## src/hw/rtl/bmm_pkg.sv

```systemverilog
package bmm_pkg;

    // default number of 4K windows in the cpu space
    localparam int WINDOW_COUNT_DEF = 16;

    // field widths
    localparam int FUNC_W = 3;
    localparam int ADDR_W = 16;
    localparam int DATA_W = 8;
    localparam int OFF_W  = 12;
    localparam int MODE_W = 4;

    // map register value that reset loads (rom page 7)
    localparam logic [DATA_W-1:0] MAP_RESET = 8'hFF;

    // plane index of the final beat of a plane copy
    localparam logic [1:0] PLANE_LAST = 2'd2;

    // upper address nibbles of the three colour planes
    localparam logic [3:0] PLANE0_HI = 4'h6;
    localparam logic [3:0] PLANE1_HI = 4'hA;
    localparam logic [3:0] PLANE2_HI = 4'hE;

    // video mode bit that selects plane copy
    localparam int MODE_COPY_BIT = 3;

    // operation codes of an input transaction
    typedef enum logic [FUNC_W-1:0] {
        FUNC_CPU_READ   = 3'd0,
        FUNC_CPU_WRITE  = 3'd1,
        FUNC_MAP_WRITE  = 3'd2,
        FUNC_MAP_READ   = 3'd3,
        FUNC_MODE_WRITE = 3'd4
    } func_t;

    // destination of a result
    typedef enum logic [1:0] {
        TGT_NONE = 2'd0,
        TGT_RAM  = 2'd1,
        TGT_ROM  = 2'd2,
        TGT_REG  = 2'd3
    } target_t;

    // one result beat
    typedef struct packed {
        target_t             target;
        logic [ADDR_W-1:0]   phys_addr;
        logic                write_enable;
        logic [DATA_W-1:0]   write_data;
        logic [DATA_W-1:0]   read_data;
        logic                last;
    } result_t;

    // state update requests from the translator
    typedef struct packed {
        logic map_we;
        logic mode_we;
    } upd_t;

endpackage

```

## src/hw/rtl/bmm_map_regs.sv

```systemverilog
module bmm_map_regs #(
    parameter int WINDOW_COUNT = bmm_pkg::WINDOW_COUNT_DEF
) (
    input  logic                              aclk,
    input  logic                              aresetn,
    input  bmm_pkg::upd_t                     upd,
    input  logic [$clog2(WINDOW_COUNT)-1:0]   wr_idx,
    input  logic [bmm_pkg::DATA_W-1:0]        wr_data,
    input  logic [$clog2(WINDOW_COUNT)-1:0]   rd_idx,
    output logic [bmm_pkg::DATA_W-1:0]        rd_data,
    output logic [bmm_pkg::MODE_W-1:0]        video_mode
);
    import bmm_pkg::*;

    logic [DATA_W-1:0] map_reg [WINDOW_COUNT];
    logic [MODE_W-1:0] mode_reg;

    // window mapping registers
    always_ff @(posedge aclk) begin
        if (!aresetn) begin
            for (int i = 0; i < WINDOW_COUNT; i++) begin
                map_reg[i] <= MAP_RESET;
            end
        end else if (upd.map_we) begin
            map_reg[wr_idx] <= wr_data;
        end
    end

    // video mode register keeps the low nibble
    always_ff @(posedge aclk) begin
        if (!aresetn) begin
            mode_reg <= '0;
        end else if (upd.mode_we) begin
            mode_reg <= wr_data[MODE_W-1:0];
        end
    end

    assign rd_data    = map_reg[rd_idx];
    assign video_mode = mode_reg;

endmodule

```

## src/hw/rtl/bmm_translate.sv

```systemverilog
module bmm_translate (
    input  logic [bmm_pkg::FUNC_W-1:0]  func,
    input  logic [bmm_pkg::ADDR_W-1:0]  cpu_address,
    input  logic [bmm_pkg::DATA_W-1:0]  cpu_data,
    input  logic [bmm_pkg::DATA_W-1:0]  map_val,
    input  logic [bmm_pkg::MODE_W-1:0]  video_mode,
    input  logic [1:0]                  plane,
    output bmm_pkg::result_t            res,
    output bmm_pkg::upd_t               upd
);
    import bmm_pkg::*;

    logic [OFF_W-1:0] off;
    logic             is_ram;
    logic             is_rom;
    logic             is_video;
    logic             copy;
    logic [3:0]       plane_hi;
    logic             plane_en;

    assign off    = cpu_address[OFF_W-1:0];
    assign is_ram = (map_val[7:4] == 4'hE);
    assign is_rom = (map_val[7:3] == 5'b11111);

    // video pages e6/e7/ea/eb/ee/ef
    always_comb begin
        case (map_val[3:0])
            4'h6, 4'h7, 4'hA, 4'hB, 4'hE, 4'hF: is_video = is_ram;
            default:                            is_video = 1'b0;
        endcase
    end

    assign copy = is_video && video_mode[MODE_COPY_BIT];

    // plane base nibble and enable for the current beat
    always_comb begin
        case (plane)
            2'd0: begin
                plane_hi = PLANE0_HI;
                plane_en = video_mode[0];
            end
            2'd1: begin
                plane_hi = PLANE1_HI;
                plane_en = video_mode[1];
            end
            default: begin
                plane_hi = PLANE2_HI;
                plane_en = video_mode[2];
            end
        endcase
    end

    // operation decode
    always_comb begin
        res        = '0;
        res.target = TGT_NONE;
        res.last   = 1'b1;
        upd        = '0;
        unique case (func)
            FUNC_CPU_READ: begin
                if (is_ram) begin
                    res.target    = TGT_RAM;
                    res.phys_addr = {map_val[3:0], off};
                end else if (is_rom) begin
                    res.target    = TGT_ROM;
                    res.phys_addr = {1'b0, map_val[2:0], off};
                end
            end
            FUNC_CPU_WRITE: begin
                if (copy) begin
                    res.target       = TGT_RAM;
                    res.phys_addr    = {plane_hi | {3'b000, map_val[0]}, off};
                    res.write_enable = 1'b1;
                    res.write_data   = plane_en ? cpu_data : '0;
                    res.last         = (plane == PLANE_LAST);
                end else if (is_ram) begin
                    res.target       = TGT_RAM;
                    res.phys_addr    = {map_val[3:0], off};
                    res.write_enable = 1'b1;
                    res.write_data   = cpu_data;
                end
            end
            FUNC_MAP_WRITE: begin
                upd.map_we = 1'b1;
            end
            FUNC_MAP_READ: begin
                res.target    = TGT_REG;
                res.read_data = map_val;
            end
            FUNC_MODE_WRITE: begin
                upd.mode_we = 1'b1;
            end
            default: begin
            end
        endcase
    end

endmodule

```

## src/hw/rtl/banked_memory_mapper_with_plane_copy.sv

```systemverilog
// Banked memory mapper with colour-plane copy.
//
// Input stream (s_*): one cpu bus access per transaction. s_tuser carries the
// operation code, s_tdata the address and data. Output stream (m_*): the
// translated memory access; m_tlast marks the final result of an access.
//
// Each access is held in an input register, translated by a map register
// lookup and a compare, and lands in an output register driving m_tvalid.
// One transaction is accepted per cycle while s_tready is high. A cpu
// write to a video page in copy mode gives three results, one per cycle
// with m_tready high, and holds the input register until the third moves on.
//
// When the receiver stalls, the output register holds its result and the
// input register holds the next access; s_tready drops once both are full.
// Reset (aresetn low, synchronous) empties both registers, sets every
// window map register to 0xFF (rom page 7) and clears the video mode.
module banked_memory_mapper_with_plane_copy #(
    parameter int WINDOW_COUNT = bmm_pkg::WINDOW_COUNT_DEF
) (
    input  logic        aclk,
    input  logic        aresetn,
    // input stream
    input  logic        s_tvalid,
    output logic        s_tready,
    input  logic [23:0] s_tdata,   // [15:0] cpu_address, [23:16] cpu_data
    input  logic [2:0]  s_tuser,   // [2:0] func
    // result stream
    output logic        m_tvalid,
    input  logic        m_tready,
    output logic [39:0] m_tdata,   // [15:0] phys_addr, [16] write_enable,
                                   // [24:17] write_data, [32:25] read_data
    output logic [1:0]  m_tuser,   // [1:0] target
    output logic        m_tlast
);
    import bmm_pkg::*;

    localparam int IDX_W = $clog2(WINDOW_COUNT);

    logic              in_valid_reg;
    logic [FUNC_W-1:0] in_func_reg;
    logic [ADDR_W-1:0] in_addr_reg;
    logic [DATA_W-1:0] in_data_reg;
    logic [1:0]        plane_reg;
    logic              out_valid_reg;
    result_t           out_reg;

    logic              out_free;
    logic              advance;
    logic              done;
    logic [IDX_W-1:0]  rd_idx;
    logic [DATA_W-1:0] map_val;
    logic [MODE_W-1:0] video_mode;
    result_t           res;
    upd_t              upd_req;
    upd_t              upd;

    // handshake and flow control
    assign out_free = !out_valid_reg || m_tready;
    assign advance  = in_valid_reg && out_free;
    assign done     = advance && res.last;
    assign s_tready = !in_valid_reg || done;

    // input register
    always_ff @(posedge aclk) begin
        if (!aresetn) begin
            in_valid_reg <= 1'b0;
        end else if (s_tready) begin
            in_valid_reg <= s_tvalid;
        end
    end

    always_ff @(posedge aclk) begin
        if (s_tvalid && s_tready) begin
            in_func_reg <= s_tuser;
            in_addr_reg <= s_tdata[15:0];
            in_data_reg <= s_tdata[23:16];
        end
    end

    // plane counter for copy-mode beats
    always_ff @(posedge aclk) begin
        if (!aresetn) begin
            plane_reg <= '0;
        end else if (advance) begin
            plane_reg <= res.last ? 2'd0 : plane_reg + 2'd1;
        end
    end

    // map register select: register index for readback, window otherwise
    assign rd_idx = (in_func_reg == FUNC_MAP_READ) ? in_addr_reg[IDX_W-1:0]
                                                  : in_addr_reg[OFF_W +: IDX_W];

    // state updates take effect when the access moves on
    assign upd.map_we  = upd_req.map_we && advance;
    assign upd.mode_we = upd_req.mode_we && advance;

    bmm_map_regs #(
        .WINDOW_COUNT(WINDOW_COUNT)
    ) u_map_regs (
        .aclk       (aclk),
        .aresetn    (aresetn),
        .upd        (upd),
        .wr_idx     (in_addr_reg[IDX_W-1:0]),
        .wr_data    (in_data_reg),
        .rd_idx     (rd_idx),
        .rd_data    (map_val),
        .video_mode (video_mode)
    );

    bmm_translate u_translate (
        .func        (in_func_reg),
        .cpu_address (in_addr_reg),
        .cpu_data    (in_data_reg),
        .map_val     (map_val),
        .video_mode  (video_mode),
        .plane       (plane_reg),
        .res         (res),
        .upd         (upd_req)
    );

    // output register
    always_ff @(posedge aclk) begin
        if (!aresetn) begin
            out_valid_reg <= 1'b0;
        end else if (out_free) begin
            out_valid_reg <= advance;
        end
    end

    always_ff @(posedge aclk) begin
        if (advance) begin
            out_reg <= res;
        end
    end

    assign m_tvalid = out_valid_reg;
    assign m_tdata  = {7'd0, out_reg.read_data, out_reg.write_data,
                       out_reg.write_enable, out_reg.phys_addr};
    assign m_tuser  = out_reg.target;
    assign m_tlast  = out_reg.last;

endmodule

```

## config.mk

```make
export PLATFORM = sky130hd
export DESIGN_NAME = banked_memory_mapper_with_plane_copy
export DESIGN_NICKNAME = d
export VERILOG_FILES = /design/src/hw/rtl/bmm_pkg.sv /design/src/hw/rtl/bmm_map_regs.sv /design/src/hw/rtl/bmm_translate.sv /design/src/hw/rtl/banked_memory_mapper_with_plane_copy.sv
export SDC_FILE = /design/constraint.sdc
export NUM_CORES = 1
export LEC_CHECK = 0
export BUFFER_PORTS_ARGS = -buffer_cell sky130_fd_sc_hd__buf_4
export CORE_AREA = 2 2 183 185
export CTS_BUF_LIST = sky130_fd_sc_hd__clkbuf_2 sky130_fd_sc_hd__clkbuf_4 sky130_fd_sc_hd__clkbuf_8
export DETAILED_ROUTE_END_ITERATION = 8
export DIE_AREA = 0 0 185 187
export SLEW_MARGIN = 5
export SYNTH_ARGS = -nofsm -noshare
export SYNTH_HDL_FRONTEND = slang
export SYNTH_SLANG_ARGS = --single-unit
```

## constraint.sdc

```tcl
create_clock -name aclk -period 4.6 [get_ports aclk]
set_clock_uncertainty 0.15 [all_clocks]
set_input_delay 0.69 -clock aclk [delete_from_list [all_inputs] [get_ports aclk]]
set_output_delay 0.69 -clock aclk [all_outputs]
set_load 0.01 [all_outputs]
```

==> out/qor.txt, run 1 <==
===========================================================================================
FF-to-FF setup slack .........................................................      0.75 ns
Max-cap violations ...........................................................            0
Hold worst-path end .......................................................... in_addr_reg[11]$_DFFE_PP_
Crit Path Class ..............................................................   reg -> out
Worst setup SP type ..........................................................         flop
RSZ-0062 raised after global routing .........................................          yes
Part of the Yosys area used for sequential elements ..........................        61.3%
GP Congestion ................................................................        0.911
Root cell of the clock tree .................................................. sky130_fd_sc_hd__clkbuf_8
Post-detailed-route count of antenna-violating nets ..........................            0
Placed inst area .............................................................  0.0107 mm^2
Design internal power ........................................................      2.68 mW
Number of flip-flops and latches in the synthesized netlist ..................          199
Total global routing overflow ................................................            0
IO buf count .................................................................           68
Detailed-routing iteration count for the pre-antenna-repair pass .............            5
Sequential fraction of design power ..........................................        54.5%
Sequential cell area ......................................................... 0.00590 mm^2
Fin worst setup slack ........................................................    0.0527 ns
Post-Place Cells .............................................................         1243
Fillers ......................................................................         3243
Slew Limit Headroom ..........................................................        39.0%
Number of antenna violations at the first check in global routing ............            0
Global-route wire length before repair .......................................      39.0 mm
GRT Util Overall .............................................................        15.2%
Async set or reset register ratio after synthesis ............................           0%
Hold Violations, Final .......................................................            0
Clock insertion delay at the later pin of the skew report ....................      0.48 ns
Y dimension of the die .......................................................       187 um
Routed wire per std cell .....................................................      20.5 um
Post-layout util .............................................................        35.6%
R2r startpoint ............................................................... in_func_reg[2]$_DFFE_PP_
CTS tree .....................................................................         done
Data required, critical path .................................................      3.76 ns
Average instance area after synthesis ........................................    12.8 um^2
Number of hold buffers added after cts .......................................            0
Number of flops mapped to enable cells by yosys ..............................          191
Top cell type's share of synthesized area ....................................        59.7%
Number of warning messages in the yosys log ..................................            0
Total core area ..............................................................  0.0329 mm^2
Clock share of power .........................................................        32.5%
Vias per std cell ............................................................         4.97
Deepest clock path buffer count ..............................................            2
Status ....................................................................... finished, final reports clean
Rows .........................................................................           67
Initial Util .................................................................        29.3%
Number of max-slew violations in the final report ............................            0
Count of placed standard cells in the final layout, fillers left out .........         1312
FMAX .........................................................................      220 MHz
Post-route setup TNS .........................................................         0 ns
Overall die area .............................................................  0.0346 mm^2
Area occupied by multi-input gates ........................................... 0.00353 mm^2
Detailed-placement wirelength estimate .......................................      17.5 mm
Cell count of the worst reg-to-reg path ......................................           11
Largest cells by area after synthesis ........................................ sky130_fd_sc_hd__edfxtp_1, sky130_fd_sc_hd__mux2i_1, sky130_fd_sc_hd__or3_1
TritonCTS Buffers ............................................................           17
Endpoint kind of the worst setup timing path .................................   output pin
Top-count cell post-synth .................................................... sky130_fd_sc_hd__edfxtp_1
Final critical-path share of the clock period ................................        98.9%
Number of sinks on the clock net .............................................          199
Number of design-rule violations left by the first detailed-router iteration .          652
Summed area of non-filler cells in the final layout ..........................  0.0117 mm^2
Commonest cells post-synth ................................................... sky130_fd_sc_hd__edfxtp_1, sky130_fd_sc_hd__mux2i_1, sky130_fd_sc_hd__or3_1
Post-synth design cell area .................................................. 0.00961 mm^2
Leakage power of the design ..................................................      3.91 nW
Launch point of the worst path ............................................... in_func_reg[2]$_DFFE_PP_
Maximum number of pins on one net before global-route repair .................           40
Logic gate share of total power ..............................................        13.0%
Pwr Total ....................................................................      3.80 mW
Total number of vias .........................................................         6516
Destination of the worst register-to-register timing path .................... in_data_reg[3]$_DFFE_PP_
Clock slew at the register clock pins of the worst setup and hold paths ......      0.13 ns
Final routed DRC violation total .............................................            0
Pre-CTS worst setup slack ....................................................     0.268 ns
Critical path data arrival time ..............................................      3.71 ns
IR Drop Worst-Case VDD .......................................................     0.180 mV
H-Tree Level Count ...........................................................            4
Most used DFF post-synth ..................................................... sky130_fd_sc_hd__edfxtp_1
Hold Path Stages .............................................................            1
Slew at the pin with the worst max-slew slack ................................     0.906 ns
Wire length reported by the detailed router ..................................      26.9 mm
Largest area contributor in the synthesized netlist .......................... sky130_fd_sc_hd__edfxtp_1
PD cells .....................................................................  325 mW/mm^2
Nets .........................................................................          885
Gate count after technology mapping ..........................................          750
Max reg flops ................................................................          128
Share of post-route cells with drive strength above 1 ........................        28.6%
Critical-path maximum fanout .................................................           10
Classification of the worst-slack hold path ..................................    in -> reg
Launch point of the worst hold path ..........................................  s_tdata[11]
Number of top-level pins .....................................................           76
Vias in the first global route ...............................................         6336
Total setup violations reported at the end of the flow .......................            0
Switching share of power .....................................................        29.4%
Area Overhead vs Synth .......................................................        21.7%
Switching power of the nets ..................................................      1.12 mW
Overall die width ............................................................       185 um
Min Hold Slack ...............................................................     0.218 ns
Count of unique library cells instantiated by Yosys ..........................           59
Final period demand of the worst path ........................................      4.55 ns
===========================================================================================
[layout make-up]
| class | instances | area share [%] |
|---|---|---|
| sequential | 199 | 50.4 |
| clock buffer | 17 | 2.00 |
| timing repair buffer | 140 | 10.4 |
| clock inverter | 15 | 1.92 |
| inverter | 12 | 0.385 |
| tap | 448 | 4.79 |
| antenna | 1 | 0.0214 |
| multi-input combinational | 480 | 30.1 |
[kinds of logic (layout without fill, tap and decap cells)]
kind of cell / after synthesis / count (layout) / share of synthesized area (%)
simple gates: 281 / 282 / 16.6
compound gates: 82 / 82 / 6.13
flops: 199 / 199 / 61.3
mux: 104 / 105 / 11.3
buf+inv: 79 / 184 / 4.13
other cells: 1 / 8 / 0.0390
fa+ha+maj: 4 / 4 / 0.521
[power groups by stage]
stage               clock network (mW)  registers [mW]  logic, mW
floorplan                            0            2.08      0.266
global placement                     0            2.11      0.395
detailed placement                   0            2.11      0.395
CTS                               1.26            2.07      0.413
global route                      1.33            2.08      0.521
finish                            1.23            2.07      0.493
[per-layer routing]
| layer | track usage, % | part of all wire (%) |
|---|---|---|
| met5 | 0 | 0 |
| met4 | 4.43 | 2.1 |
| met3 | 2.75 | 5.8 |
| met2 | 25.5 | 49 |
| met1 | 19.9 | 43 |
[worst max path at each step]
stage | endpoint | slack [ns] | cells after the start
floorplan | s_tready | 0.77 | 12
global placement | s_tready | 0.29 | 11
detailed placement | s_tready | 0.27 | 9
CTS | s_tready | 0.03 | 11
global route | s_tready | -0.07 | 10
finish | s_tready | 0.05 | 11
[placed cells by master (no fill, tap or decap), types with 4 or more instances in the layout]
cell	n
sky130_fd_sc_hd__a31oi_1	7
sky130_fd_sc_hd__or3_1	73
sky130_fd_sc_hd__buf_12	8
sky130_fd_sc_hd__clkbuf_8	17
sky130_fd_sc_hd__buf_4	127
sky130_fd_sc_hd__o221ai_1	4
sky130_fd_sc_hd__o21ai_0	10
sky130_fd_sc_hd__ha_1	4
sky130_fd_sc_hd__nand3b_1	4
sky130_fd_sc_hd__mux2_4	4
sky130_fd_sc_hd__nand3_1	18
sky130_fd_sc_hd__nor2_1	19
sky130_fd_sc_hd__conb_1	7
sky130_fd_sc_hd__edfxtp_1	191
sky130_fd_sc_hd__and2_1	23
sky130_fd_sc_hd__nor2b_1	9
sky130_fd_sc_hd__nand4_1	5
sky130_fd_sc_hd__dfxtp_1	8
sky130_fd_sc_hd__a21oi_1	6
sky130_fd_sc_hd__nand2b_1	31
sky130_fd_sc_hd__nor3_1	5
sky130_fd_sc_hd__or2_2	34
sky130_fd_sc_hd__o22ai_2	6
sky130_fd_sc_hd__mux2i_1	87
sky130_fd_sc_hd__inv_12	4
sky130_fd_sc_hd__a211oi_1	13
sky130_fd_sc_hd__clkinv_8	6
sky130_fd_sc_hd__inv_1	12
sky130_fd_sc_hd__mux2i_2	7
sky130_fd_sc_hd__nand2_1	48
[worst max-delay path, cell delays in order, from the launching register on]
cell                       delay (ns)
sky130_fd_sc_hd__edfxtp_1        0.49
sky130_fd_sc_hd__nand3b_4        0.29
sky130_fd_sc_hd__a21o_4          0.26
sky130_fd_sc_hd__buf_12          0.15
sky130_fd_sc_hd__buf_12          0.15
sky130_fd_sc_hd__mux2i_2         0.18
sky130_fd_sc_hd__o22ai_2         0.23
sky130_fd_sc_hd__o22ai_2         0.14
sky130_fd_sc_hd__or4_4           0.47
sky130_fd_sc_hd__or4b_4          0.54
sky130_fd_sc_hd__a21o_1          0.18
sky130_fd_sc_hd__buf_4           0.14
[what timing repair did]
action | in CTS | in global routing
setup buffers | 7 | 24
gates resized for setup | 6 | 31
pin swaps | 0 | 12
cloned | 0 | 5
endpoints found under the setup margin | 1 | 1
Power figures use the tool's default switching activity.
==> inputs of run 2 (changes only) <==
--- a/config.mk
+++ b/config.mk
@@ -6,11 +6,12 @@
 export NUM_CORES = 1
 export LEC_CHECK = 0
 export BUFFER_PORTS_ARGS = -buffer_cell sky130_fd_sc_hd__buf_4
-export CORE_AREA = 2 2 183 185
+export CORE_AREA = 2 2 175 177
 export CTS_BUF_LIST = sky130_fd_sc_hd__clkbuf_2 sky130_fd_sc_hd__clkbuf_4 sky130_fd_sc_hd__clkbuf_8
 export DETAILED_ROUTE_END_ITERATION = 8
-export DIE_AREA = 0 0 185 187
+export DIE_AREA = 0 0 177 179
 export SLEW_MARGIN = 5
 export SYNTH_ARGS = -nofsm -noshare
 export SYNTH_HDL_FRONTEND = slang
+export SYNTH_HIERARCHICAL = 1
 export SYNTH_SLANG_ARGS = --single-unit
==> out/qor.txt, run 2 <==
===========================================================================================
Design internal power ........................................................      2.56 mW   -4.6%
Post-detailed-route count of antenna-violating nets ..........................            0   unchanged
PD cells .....................................................................  330 mW/mm^2   +1.6%
CTS tree .....................................................................         done
Endpoint kind of the worst setup timing path .................................   output pin
Hold Violations, Final .......................................................            0   unchanged
Ant. Diodes ..................................................................            0   -1
Number of design-rule violations left by the first detailed-router iteration .          449   -31%
Number of sinks on the clock net .............................................          199   unchanged
Largest cells by area after synthesis ........................................ sky130_fd_sc_hd__edfxtp_1, sky130_fd_sc_hd__or3_1, sky130_fd_sc_hd__mux4_1
IR Drop Worst-Case VDD .......................................................     0.176 mV   -1.9%
Async set or reset register ratio after synthesis ............................           0%   unchanged
Most used DFF post-synth ..................................................... sky130_fd_sc_hd__edfxtp_1
RSZ-0062 raised after global routing .........................................           no
Worst setup SP type ..........................................................         flop
Initial Util .................................................................        29.5%   +0.26 points
Average instance area after synthesis ........................................    15.7 um^2   +22%
H-Tree Level Count ...........................................................            4   unchanged
Wire length reported by the detailed router ..................................      20.8 mm   -23%
Largest area contributor in the synthesized netlist .......................... sky130_fd_sc_hd__edfxtp_1
Leading cell type in the layout, fill and taps excluded ...................... sky130_fd_sc_hd__edfxtp_1
Number of max-slew violations in the final report ............................            0   unchanged
Detailed-routing iteration count for the pre-antenna-repair pass .............            4   -1
Total setup violations reported at the end of the flow .......................            0   unchanged
Detailed-placement wirelength estimate .......................................      13.2 mm   -25%
Number of top-level pins .....................................................           76   unchanged
Vias in the first global route ...............................................         5043   -20%
Post-route setup TNS .........................................................         0 ns   unchanged
Part of the Yosys area used for sequential elements ..........................        66.5%   +5.2 points
Overall die width ............................................................       177 um   -4.3%
Leakage power of the design ..................................................      2.97 nW   -24%
Launch point of the worst path ............................................... in_func_reg[2]$_DFFE_PP_
Switching power of the nets ..................................................       825 uW   -26%
Routed wire per std cell .....................................................      19.8 um   -3.4%
IO buf count .................................................................           68   unchanged
Maximum number of pins on one net before global-route repair .................           38   -5.0%
Commonest cells post-synth ................................................... sky130_fd_sc_hd__edfxtp_1, sky130_fd_sc_hd__or3_1, sky130_fd_sc_hd__or2_2
Critical-path maximum fanout .................................................           16   +6
GP Congestion ................................................................        0.789   -13%
Switching share of power .....................................................        24.4%   -5.1 points
Overall die area .............................................................  0.0317 mm^2   -8.4%
Deepest clock path buffer count ..............................................            2   unchanged
Number of warning messages in the yosys log ..................................            6   +6
Final routed DRC violation total .............................................            0   unchanged
Crit Path Class ..............................................................   reg -> out
Data required, critical path .................................................      3.76 ns   about the same
Vias per std cell ............................................................         4.76   -4.2%
R2r startpoint ............................................................... in_func_reg[2]$_DFFE_PP_
Total number of vias .........................................................         4996   -23%
FMAX .........................................................................      232 MHz   +5.4%
Pre-CTS worst setup slack ....................................................     0.471 ns   +0.204 ns
Nets .........................................................................          672   -24%
Slew Limit Headroom ..........................................................        31.1%   -7.8 points
Number of flip-flops and latches in the synthesized netlist ..................          199   unchanged
GRT Util Overall .............................................................        13.2%   -2.0 points
Global-route wire length before repair .......................................      30.7 mm   -21%
Y dimension of the die .......................................................       179 um   -4.3%
Status ....................................................................... finished, final reports clean
Logic gate share of total power ..............................................         7.7%   -5.3 points
Critical path data arrival time ..............................................      3.47 ns   -0.24 ns
Total core area ..............................................................  0.0300 mm^2   -8.6%
Top-count cell post-synth .................................................... sky130_fd_sc_hd__edfxtp_1
Max reg flops ................................................................          128   unchanged
Rows .........................................................................           64   -4.5%
Share of post-route cells with drive strength above 1 ........................        31.8%   +3.2 points
Clock insertion delay at the later pin of the skew report ....................      0.47 ns   about the same
Clock slew at the register clock pins of the worst setup and hold paths ......      0.10 ns   -0.03 ns
FF-to-FF setup slack .........................................................      0.87 ns   +0.12 ns
Post-synth design cell area .................................................. 0.00886 mm^2   -7.8%
Commonest cells after routing, fill and taps aside ........................... sky130_fd_sc_hd__edfxtp_1, sky130_fd_sc_hd__buf_4, sky130_fd_sc_hd__or3_1
Max-cap violations ...........................................................            0   unchanged
Area Overhead vs Synth .......................................................        15.7%
Number of flops mapped to enable cells by yosys ..............................          191   unchanged
Gate count after technology mapping ..........................................          566   -25%
Final critical-path share of the clock period ................................        93.8%   -5.1 points
Classification of the worst-slack hold path ..................................    in -> reg
Launch point of the worst hold path ..........................................  s_tdata[15]
TritonCTS Buffers ............................................................           17   unchanged
Sequential fraction of design power ..........................................        60.7%   +6.2 points
Clock share of power .........................................................        31.6%   -0.9 points
Number of antenna violations at the first check in global routing ............            0   unchanged
Final period demand of the worst path ........................................      4.31 ns   -0.233 ns
Total global routing overflow ................................................            0   unchanged
Slew at the pin with the worst max-slew slack ................................      1.03 ns   +0.124 ns
Root cell of the clock tree .................................................. sky130_fd_sc_hd__clkbuf_8
Top cell type's share of synthesized area ....................................        64.7%   +5.0 points
Fin worst setup slack ........................................................     0.286 ns   +0.233 ns
Count of unique library cells instantiated by Yosys ..........................           56   -5.1%
===========================================================================================
run 2: what timing repair did:
item	4_1_cts	5_1_grt
buffers inserted	2	1
hold buffers	0	0
pin swaps	0	0
endpoints found under the hold margin	0	0
setup endpoints to repair	1	1
cloned	0	1
resized for setup	0	2
run 2: cell families (layout without fill, tap and decap cells):
family,after synthesis,after routing,share of synthesized area [%]
AO/OA/AOI/OAI,47,47,4.12
multiplexers,42,42,10.1
buffers and inverters,56,138,3.49
AND/OR/NAND/NOR,221,221,15.7
other,1,7,0.0423
flip-flops,199,199,66.5
run 2: path summary, 6_finish.rpt:
check | to | cells after the start
worst max-delay path | s_tready | 12
worst max register to register | in_data_reg[7]$_DFFE_PP_ | 12
worst min register to register | m_tdata[4]$_DFFE_PN_ | 1
worst min-delay path | in_addr_reg[15]$_DFFE_PP_ | 1
run 2: area by class of cell:
type	instances	area [um^2]
multi-input combinational	317	2700
tap	396	495
fill	2862	19800
clock buffer	18	241
sequential	199	5900
inverter	12	45.0
timing repair buffer	94	748
clock inverter	14	128
run 2: through the flow:
| stage | hold WS [ns] | std cells | instance area (um^2) | utilization (%) | power, mW |
|---|---|---|---|---|---|
| after floorplan | 0.323 | 572 | 8890 | - | 2.24 |
| after global placement | 0.348 | 1014 | 9830 | 32.7 | 2.35 |
| after detailed placement | 0.354 | 1014 | 9830 | 32.7 | 2.35 |
| final | 0.242 | 1050 | 10300 | 34.1 | 3.38 |
| after CTS | 0.205 | 1048 | 10200 | 34.0 | 3.41 |
| after global routing | 0.204 | 1050 | 10300 | 34.1 | 3.50 |
run 2: power by group through the flow:
stage / clock, mW / combinational [mW] / sequential [mW]
final: 1.07 / 0.260 / 2.05
after global placement: 0 / 0.250 / 2.10
after global routing: 1.17 / 0.280 / 2.06
after CTS: 1.10 / 0.256 / 2.05
after floorplan: 0 / 0.158 / 2.08
after detailed placement: 0 / 0.252 / 2.10
run 2: critical path: stages, from the launching register on:
cell and delay [ns]:
sky130_fd_sc_hd__edfxtp_1 0.41, sky130_fd_sc_hd__nand3b_4 0.20, sky130_fd_sc_hd__mux2_4 0.27, sky130_fd_sc_hd__buf_12 0.19
sky130_fd_sc_hd__mux4_1 0.57, sky130_fd_sc_hd__a22oi_1 0.20, sky130_fd_sc_hd__nand2_1 0.11, sky130_fd_sc_hd__and2b_2 0.29
sky130_fd_sc_hd__nand3_4 0.15, sky130_fd_sc_hd__inv_2 0.10, sky130_fd_sc_hd__nand3_2 0.13, sky130_fd_sc_hd__a21o_4 0.24
sky130_fd_sc_hd__buf_4 0.14
run 2: routing by layer:
metal  global-route usage (%)  share of wire, %
met5                        0                 0
met1                     18.2                45
met2                     21.3                50
met3                     2.63               4.5
met4                     3.37               1.1
